==> src/hw/rtl/tsoqm_ram.sv <==
`default_nettype none
// ----------------------------------------------------------------------------
// tsoqm_ram
// Generic simple dual port RAM, one write and one registered read port.
// ----------------------------------------------------------------------------
module tsoqm_ram #(
    parameter int WIDTH = 8,
    parameter int DEPTH = 16
) (
    input  wire logic                     i_clk,
    input  wire logic                     i_we,
    input  wire logic [$clog2(DEPTH)-1:0] i_waddr,
    input  wire logic [WIDTH-1:0]         i_wdata,
    input  wire logic                     i_re,
    input  wire logic [$clog2(DEPTH)-1:0] i_raddr,
    output logic      [WIDTH-1:0]         o_rdata
);

    logic [WIDTH-1:0] r_mem [DEPTH];
    logic [WIDTH-1:0] r_rdata;

    always_ff @(posedge i_clk) begin
        if (i_we) begin
            r_mem[i_waddr] <= i_wdata;
        end
        if (i_re) begin
            r_rdata <= r_mem[i_raddr];
        end
    end

    assign o_rdata = r_rdata;

endmodule
`default_nettype wire

==> config.mk <==
export PLATFORM = sky130hd
export DESIGN_NAME = tsoqm_ram
export DESIGN_NICKNAME = d
export VERILOG_FILES = /design/src/hw/rtl/tsoqm_ram.sv
export SDC_FILE = /design/constraint.sdc
export NUM_CORES = 1
export LEC_CHECK = 0
export BUFFER_PORTS_ARGS = -buffer_cell sky130_fd_sc_hd__buf_4
export CAP_MARGIN = 15
export CORE_ASPECT_RATIO = 2
export CORE_MARGIN = 1.5
export CORE_UTILIZATION = 50
export CTS_CLUSTER_SIZE = 14
export DETAILED_ROUTE_END_ITERATION = 16
export PLACE_DENSITY = 0.74
export SLEW_MARGIN = 20
export SYNTH_ARGS = -nofsm -noshare
export SYNTH_HDL_FRONTEND = slang
export SYNTH_SLANG_ARGS = --single-unit
==> constraint.sdc <==
create_clock -name i_clk -period 2.6 [get_ports i_clk]
set_input_delay 0.52 -clock i_clk [delete_from_list [all_inputs] [get_ports i_clk]]
set_output_delay 0.52 -clock i_clk [all_outputs]
set_load 0.02 [all_outputs]
# Word-level counts from Yosys, hierarchy flattened
# Memories as Yosys holds them, arrays and structs flattened. A register that Yosys moved wholly into a read port is not among the register bits.
# Cells that the tools add are included.
word_totals:
  regBits: 0
  word_cells: 3
  ram_bits: 128
  input_bits: 19
  output_inout_bits: 8
  n_memories: 1
memory_table:
  columns: ["name", "depth", "width", "read_ports", "rd_ports_with_merged_regs", "write_ports", "line", "source"]
  rows:
  - ["r_mem", 16, 8, 1, 1, 1, "19", "logic [WIDTH-1:0] r_mem [DEPTH];"]
classes:
  mux: 2
ops:
  columns: ["op", "n"]
  rows:
  - ["$mux 1", 2]

# Depth between registers and ports, before layout
logic_depth:
  depth_word: 2
  depth_mapped: 5
  ltp_nobuf: 3

# Worst setup path after synthesis
# No wires, ideal clock.
synth_path:
  kind: "input port to flip-flop"
  startpoint: "input port i_waddr[2]"
  endpoint: "memory r_mem[0][0], enable pin"
  path_stages: 2
  setup_slack_ns: 0.587
  required_ns: 2.217
  arrival_ns: 1.630
  path_buffers: 0
  setup_time_ns: 0.383
  path_cell_list: "or3b_2 > nor3_1"
synth_lines:
  columns: ["element", "line", "source"]
  rows:
  - ["start: declaration", "12", "input wire logic [$clog2(DEPTH)-1:0] i_waddr,"]
  - ["end: declaration", "19", null]
# Straight into the memory's write port.

==> flow_summary_export.csv <==
group,metric,value,unit
synthesis,synth_nets,248,
die,fp.dieH,147.6,um
critical_path,r2r_cells,3,
timing,tns,0,ns
cts,cts-root-buf,"clkbuf_16",
cts,clk_latency,0.41,ns
placement,io_buffers,26,
die,die_area,11110,um2
grt,grt_usage,0.2075,
power_and_ir_drop,powerDensity,812.1,nW/um2
timing,fmax,595.0,MHz
worst_hold_path,hp-class,"in2reg",
critical_path,ff2ff_setup_slack,1.11,ns
synthesis,synth_simple_gate_area_share,0.03135,
critical_path,slowest_delay,0.63,ns
timing,rsz0062_at_grt,"no",
synthesis,syn_inst,229,
timing,relSlewSlack,0.4776,
power_and_ir_drop,ir_worst_vdd,0.7932,mV
grt,grt_overflow,0,
synthesis,mappedNetlistArea,5228,um2
layout,nFillCells,738,
die,num_rows,52,
die,design.core.area,10150,um2
grt,grt_pass1_vias,2622,
timing,hold_viol,0,
synthesis,synth_compound_area_frac,0.02298,
drt,drt-pass1-iter-count,5,
layout,final_common_cell,"edfxtp_1",
critical_path,critPathKind,"in2reg",
cts,post_cts_buffers,0,
timing,finalMaxSlewViolations,0,
critical_path,r2r_end,"o_rdata[2]$_DFFE_PP_",
worst_hold_path,hold_end,"r_mem[13][6]$_DFFE_PP_",
critical_path,cp_num_buf_inv,2,
timing,finalCriticalPeriod,1.681,ns
cts,htree_levels,4,
layout,nets,301,
die,initial_utilization,0.5150,
cts,cts_buffers,17,
drt,routedWlPerCell,23.48,um
layout,final_cell_mix,"edfxtp_1, buf_4, mux4_2",
cts,clkTransAtPathRegs,0.06,ns
drt,ant_nets,0,
cts,postCtsHoldBufs,0,
layout,diodes,0,
critical_path,crit_path_start_kind,"input pin",
timing,fin_crit_sh,0.6464,
layout,synthToLayoutAreaGrowth,19.34,%
synthesis,ys_seq_area_frac,0.7812,
worst_hold_path,min_path_cells,1,
timing,worstMarginPinSlew,0.7820,ns
grt,grt_pass1_wl,15510,um
drt,drc,0,
outcome,outcome,"finished clean",
critical_path,worstReg2RegStart,"r_mem[0][2]$_DFFE_PP_",
synthesis,yosys.area_share.xor_xnor,0,
run,maxCapViolCount,0,
die,num_io_pins,27,
layout,regArea,4084,um2
cts,clock_path_buffers,2,
synthesis,synthMuxAreaShare,0.1479,
cts,cts_tree,"done",
synthesis,synth_warnings,0,
placement,gp_congestion,0.8007,
layout,drive_above_1_share,0.3085,
worst_hold_path,min_from,"i_wdata[6]",
drt,viasPerCell,5.670,
cts,cts_resized,0,
timing,setup_viol,0,
cts,clock-sinks,136,
critical_path,crit_chain,"buf_4 -> buf_12 -> mux4_1 -> a22oi_1 -> nand2_1",
grt,grt_antenna_before_repair,0,
critical_path,end_kind,"flip-flop",
synthesis,ys_ff_latch,136,
grt,grt_max_degree,33,
placement,place_hpwl,6516,um
drt,drt_wl_total,10100,um
synthesis,syn_area_per_cell,22.83,um2
critical_path,crit_fanout,32,
timing,clock_skew,0.009454,ns
critical_path,path_delay_family,"multiplexers",
die,dieWidth,75.30,um
timing,holdWs,0.4118,ns
critical_path,critPathArrivalTime,1.84,ns
synthesis,synth_fa_ha_area_frac,0,
critical_path,slowest_stage,"mux4_1",
drt,vias,2438,
synthesis,ys_types,18,
synthesis,synth_top_family_by_area,"multiplexers",
power_and_ir_drop,p_leak,2.099,nW
critical_path,crit_required,2.76,ns
drt,drtIter0Drc,242,
layout,multi_input_area,1057,um2
power by group:
| group | internal, mW | total [mW] | leakage [nW] | switching [mW] |
|---|---|---|---|---|
| clock network | 1.49 | 2.34 | 0.267 | 0.852 |
| registers | 2.47 | 2.49 | 1.24 | 0.0141 |
| logic | 0.107 | 0.243 | 0.596 | 0.136 |
| total | 4.06 | 5.07 | 2.10 | 1.00 |
Yosys cell counts:
library cell / n / area share
edfxtp_1: 136 / 0.78
mux4_2: 18 / 0.078
a22oi_1: 16 / 0.023
mux4_1: 14 / 0.070
nor2_1: 13 / 0.0093
nand2_1: 9 / 0.0065
nor3_1: 4 / 0.0038
buf_2: 3 / 0.0029
buf_6: 3 / 0.0065
clkdlybuf4s25_2: 3 / 0.0057
nand2b_1: 2 / 0.0024
nand3b_1: 2 / 0.0029
and2_1: 1 / 0.0012
and2b_1: 1 / 0.0014
buf_4: 1 / 0.0014
nand3_1: 1 / 0.00096
nor2b_1: 1 / 0.0012
or3b_2: 1 / 0.0017
kinds of logic (layout without fill, tap and decap cells):
family	count (synthesis)	count (layout)
and+or+nand+nor	35	35
buffers and inverters	10	76
muxes	32	32
AOI/OAI and AO/OA	16	16
DFF	136	136
through the flow:
stage / setup slack, ns / area [um2] / power [mW] / util / std cells
finish: 0.9194 / 6238 / 5.066 / 0.6146 / 430
global route: 0.8975 / 6238 / 5.241 / 0.6146 / 430
CTS: 0.9212 / 6238 / 5.109 / 0.6146 / 430
detailed placement: 0.5318 / 5653 / 2.776 / 0.5570 / 398
global placement: 0.5449 / 5653 / 2.766 / 0.5570 / 398
floorplan: 0.5871 / 5228 / 2.664 / - / 229
flip-flops by register name (all words and copies together) (netlist names):
| signal | count |
|---|---|
| o_rdata | 8 |
| r_mem | 128 |
layer usage:
| metal | global-route usage | vias up | wire (um) |
|---|---|---|---|
| met3 | 0.05112 | 14 | 348 |
| met5 | 0 | - | 0 |
| met4 | 0.08929 | 0 | 156 |
| met2 | 0.3487 | 75 | 5936 |
| met1 | 0.2479 | 1261 | 3656 |
| li1 | - | 1088 | - |
worst max path at each step:
stage,cells past startpoint,to,startpoint
after global routing,5,o_rdata[2]$_DFFE_PP_,i_raddr[0]
after global placement,5,o_rdata[2]$_DFFE_PP_,i_raddr[0]
after detailed placement,5,o_rdata[2]$_DFFE_PP_,i_raddr[0]
after floorplan,2,r_mem[0][0]$_DFFE_PP_,i_waddr[2]
final,5,o_rdata[2]$_DFFE_PP_,i_raddr[0]
after CTS,5,o_rdata[2]$_DFFE_PP_,i_raddr[0]
layout make-up:
cell class,count,share of cell area
timing repair buffer,44,0.05495
multi-input combinational,83,0.1695
clock buffer,17,0.06819
sequential,136,0.6546
clock inverter,15,0.02567
tap,135,0.02708
No activity file was read; power rests on OpenSTA's default activity.
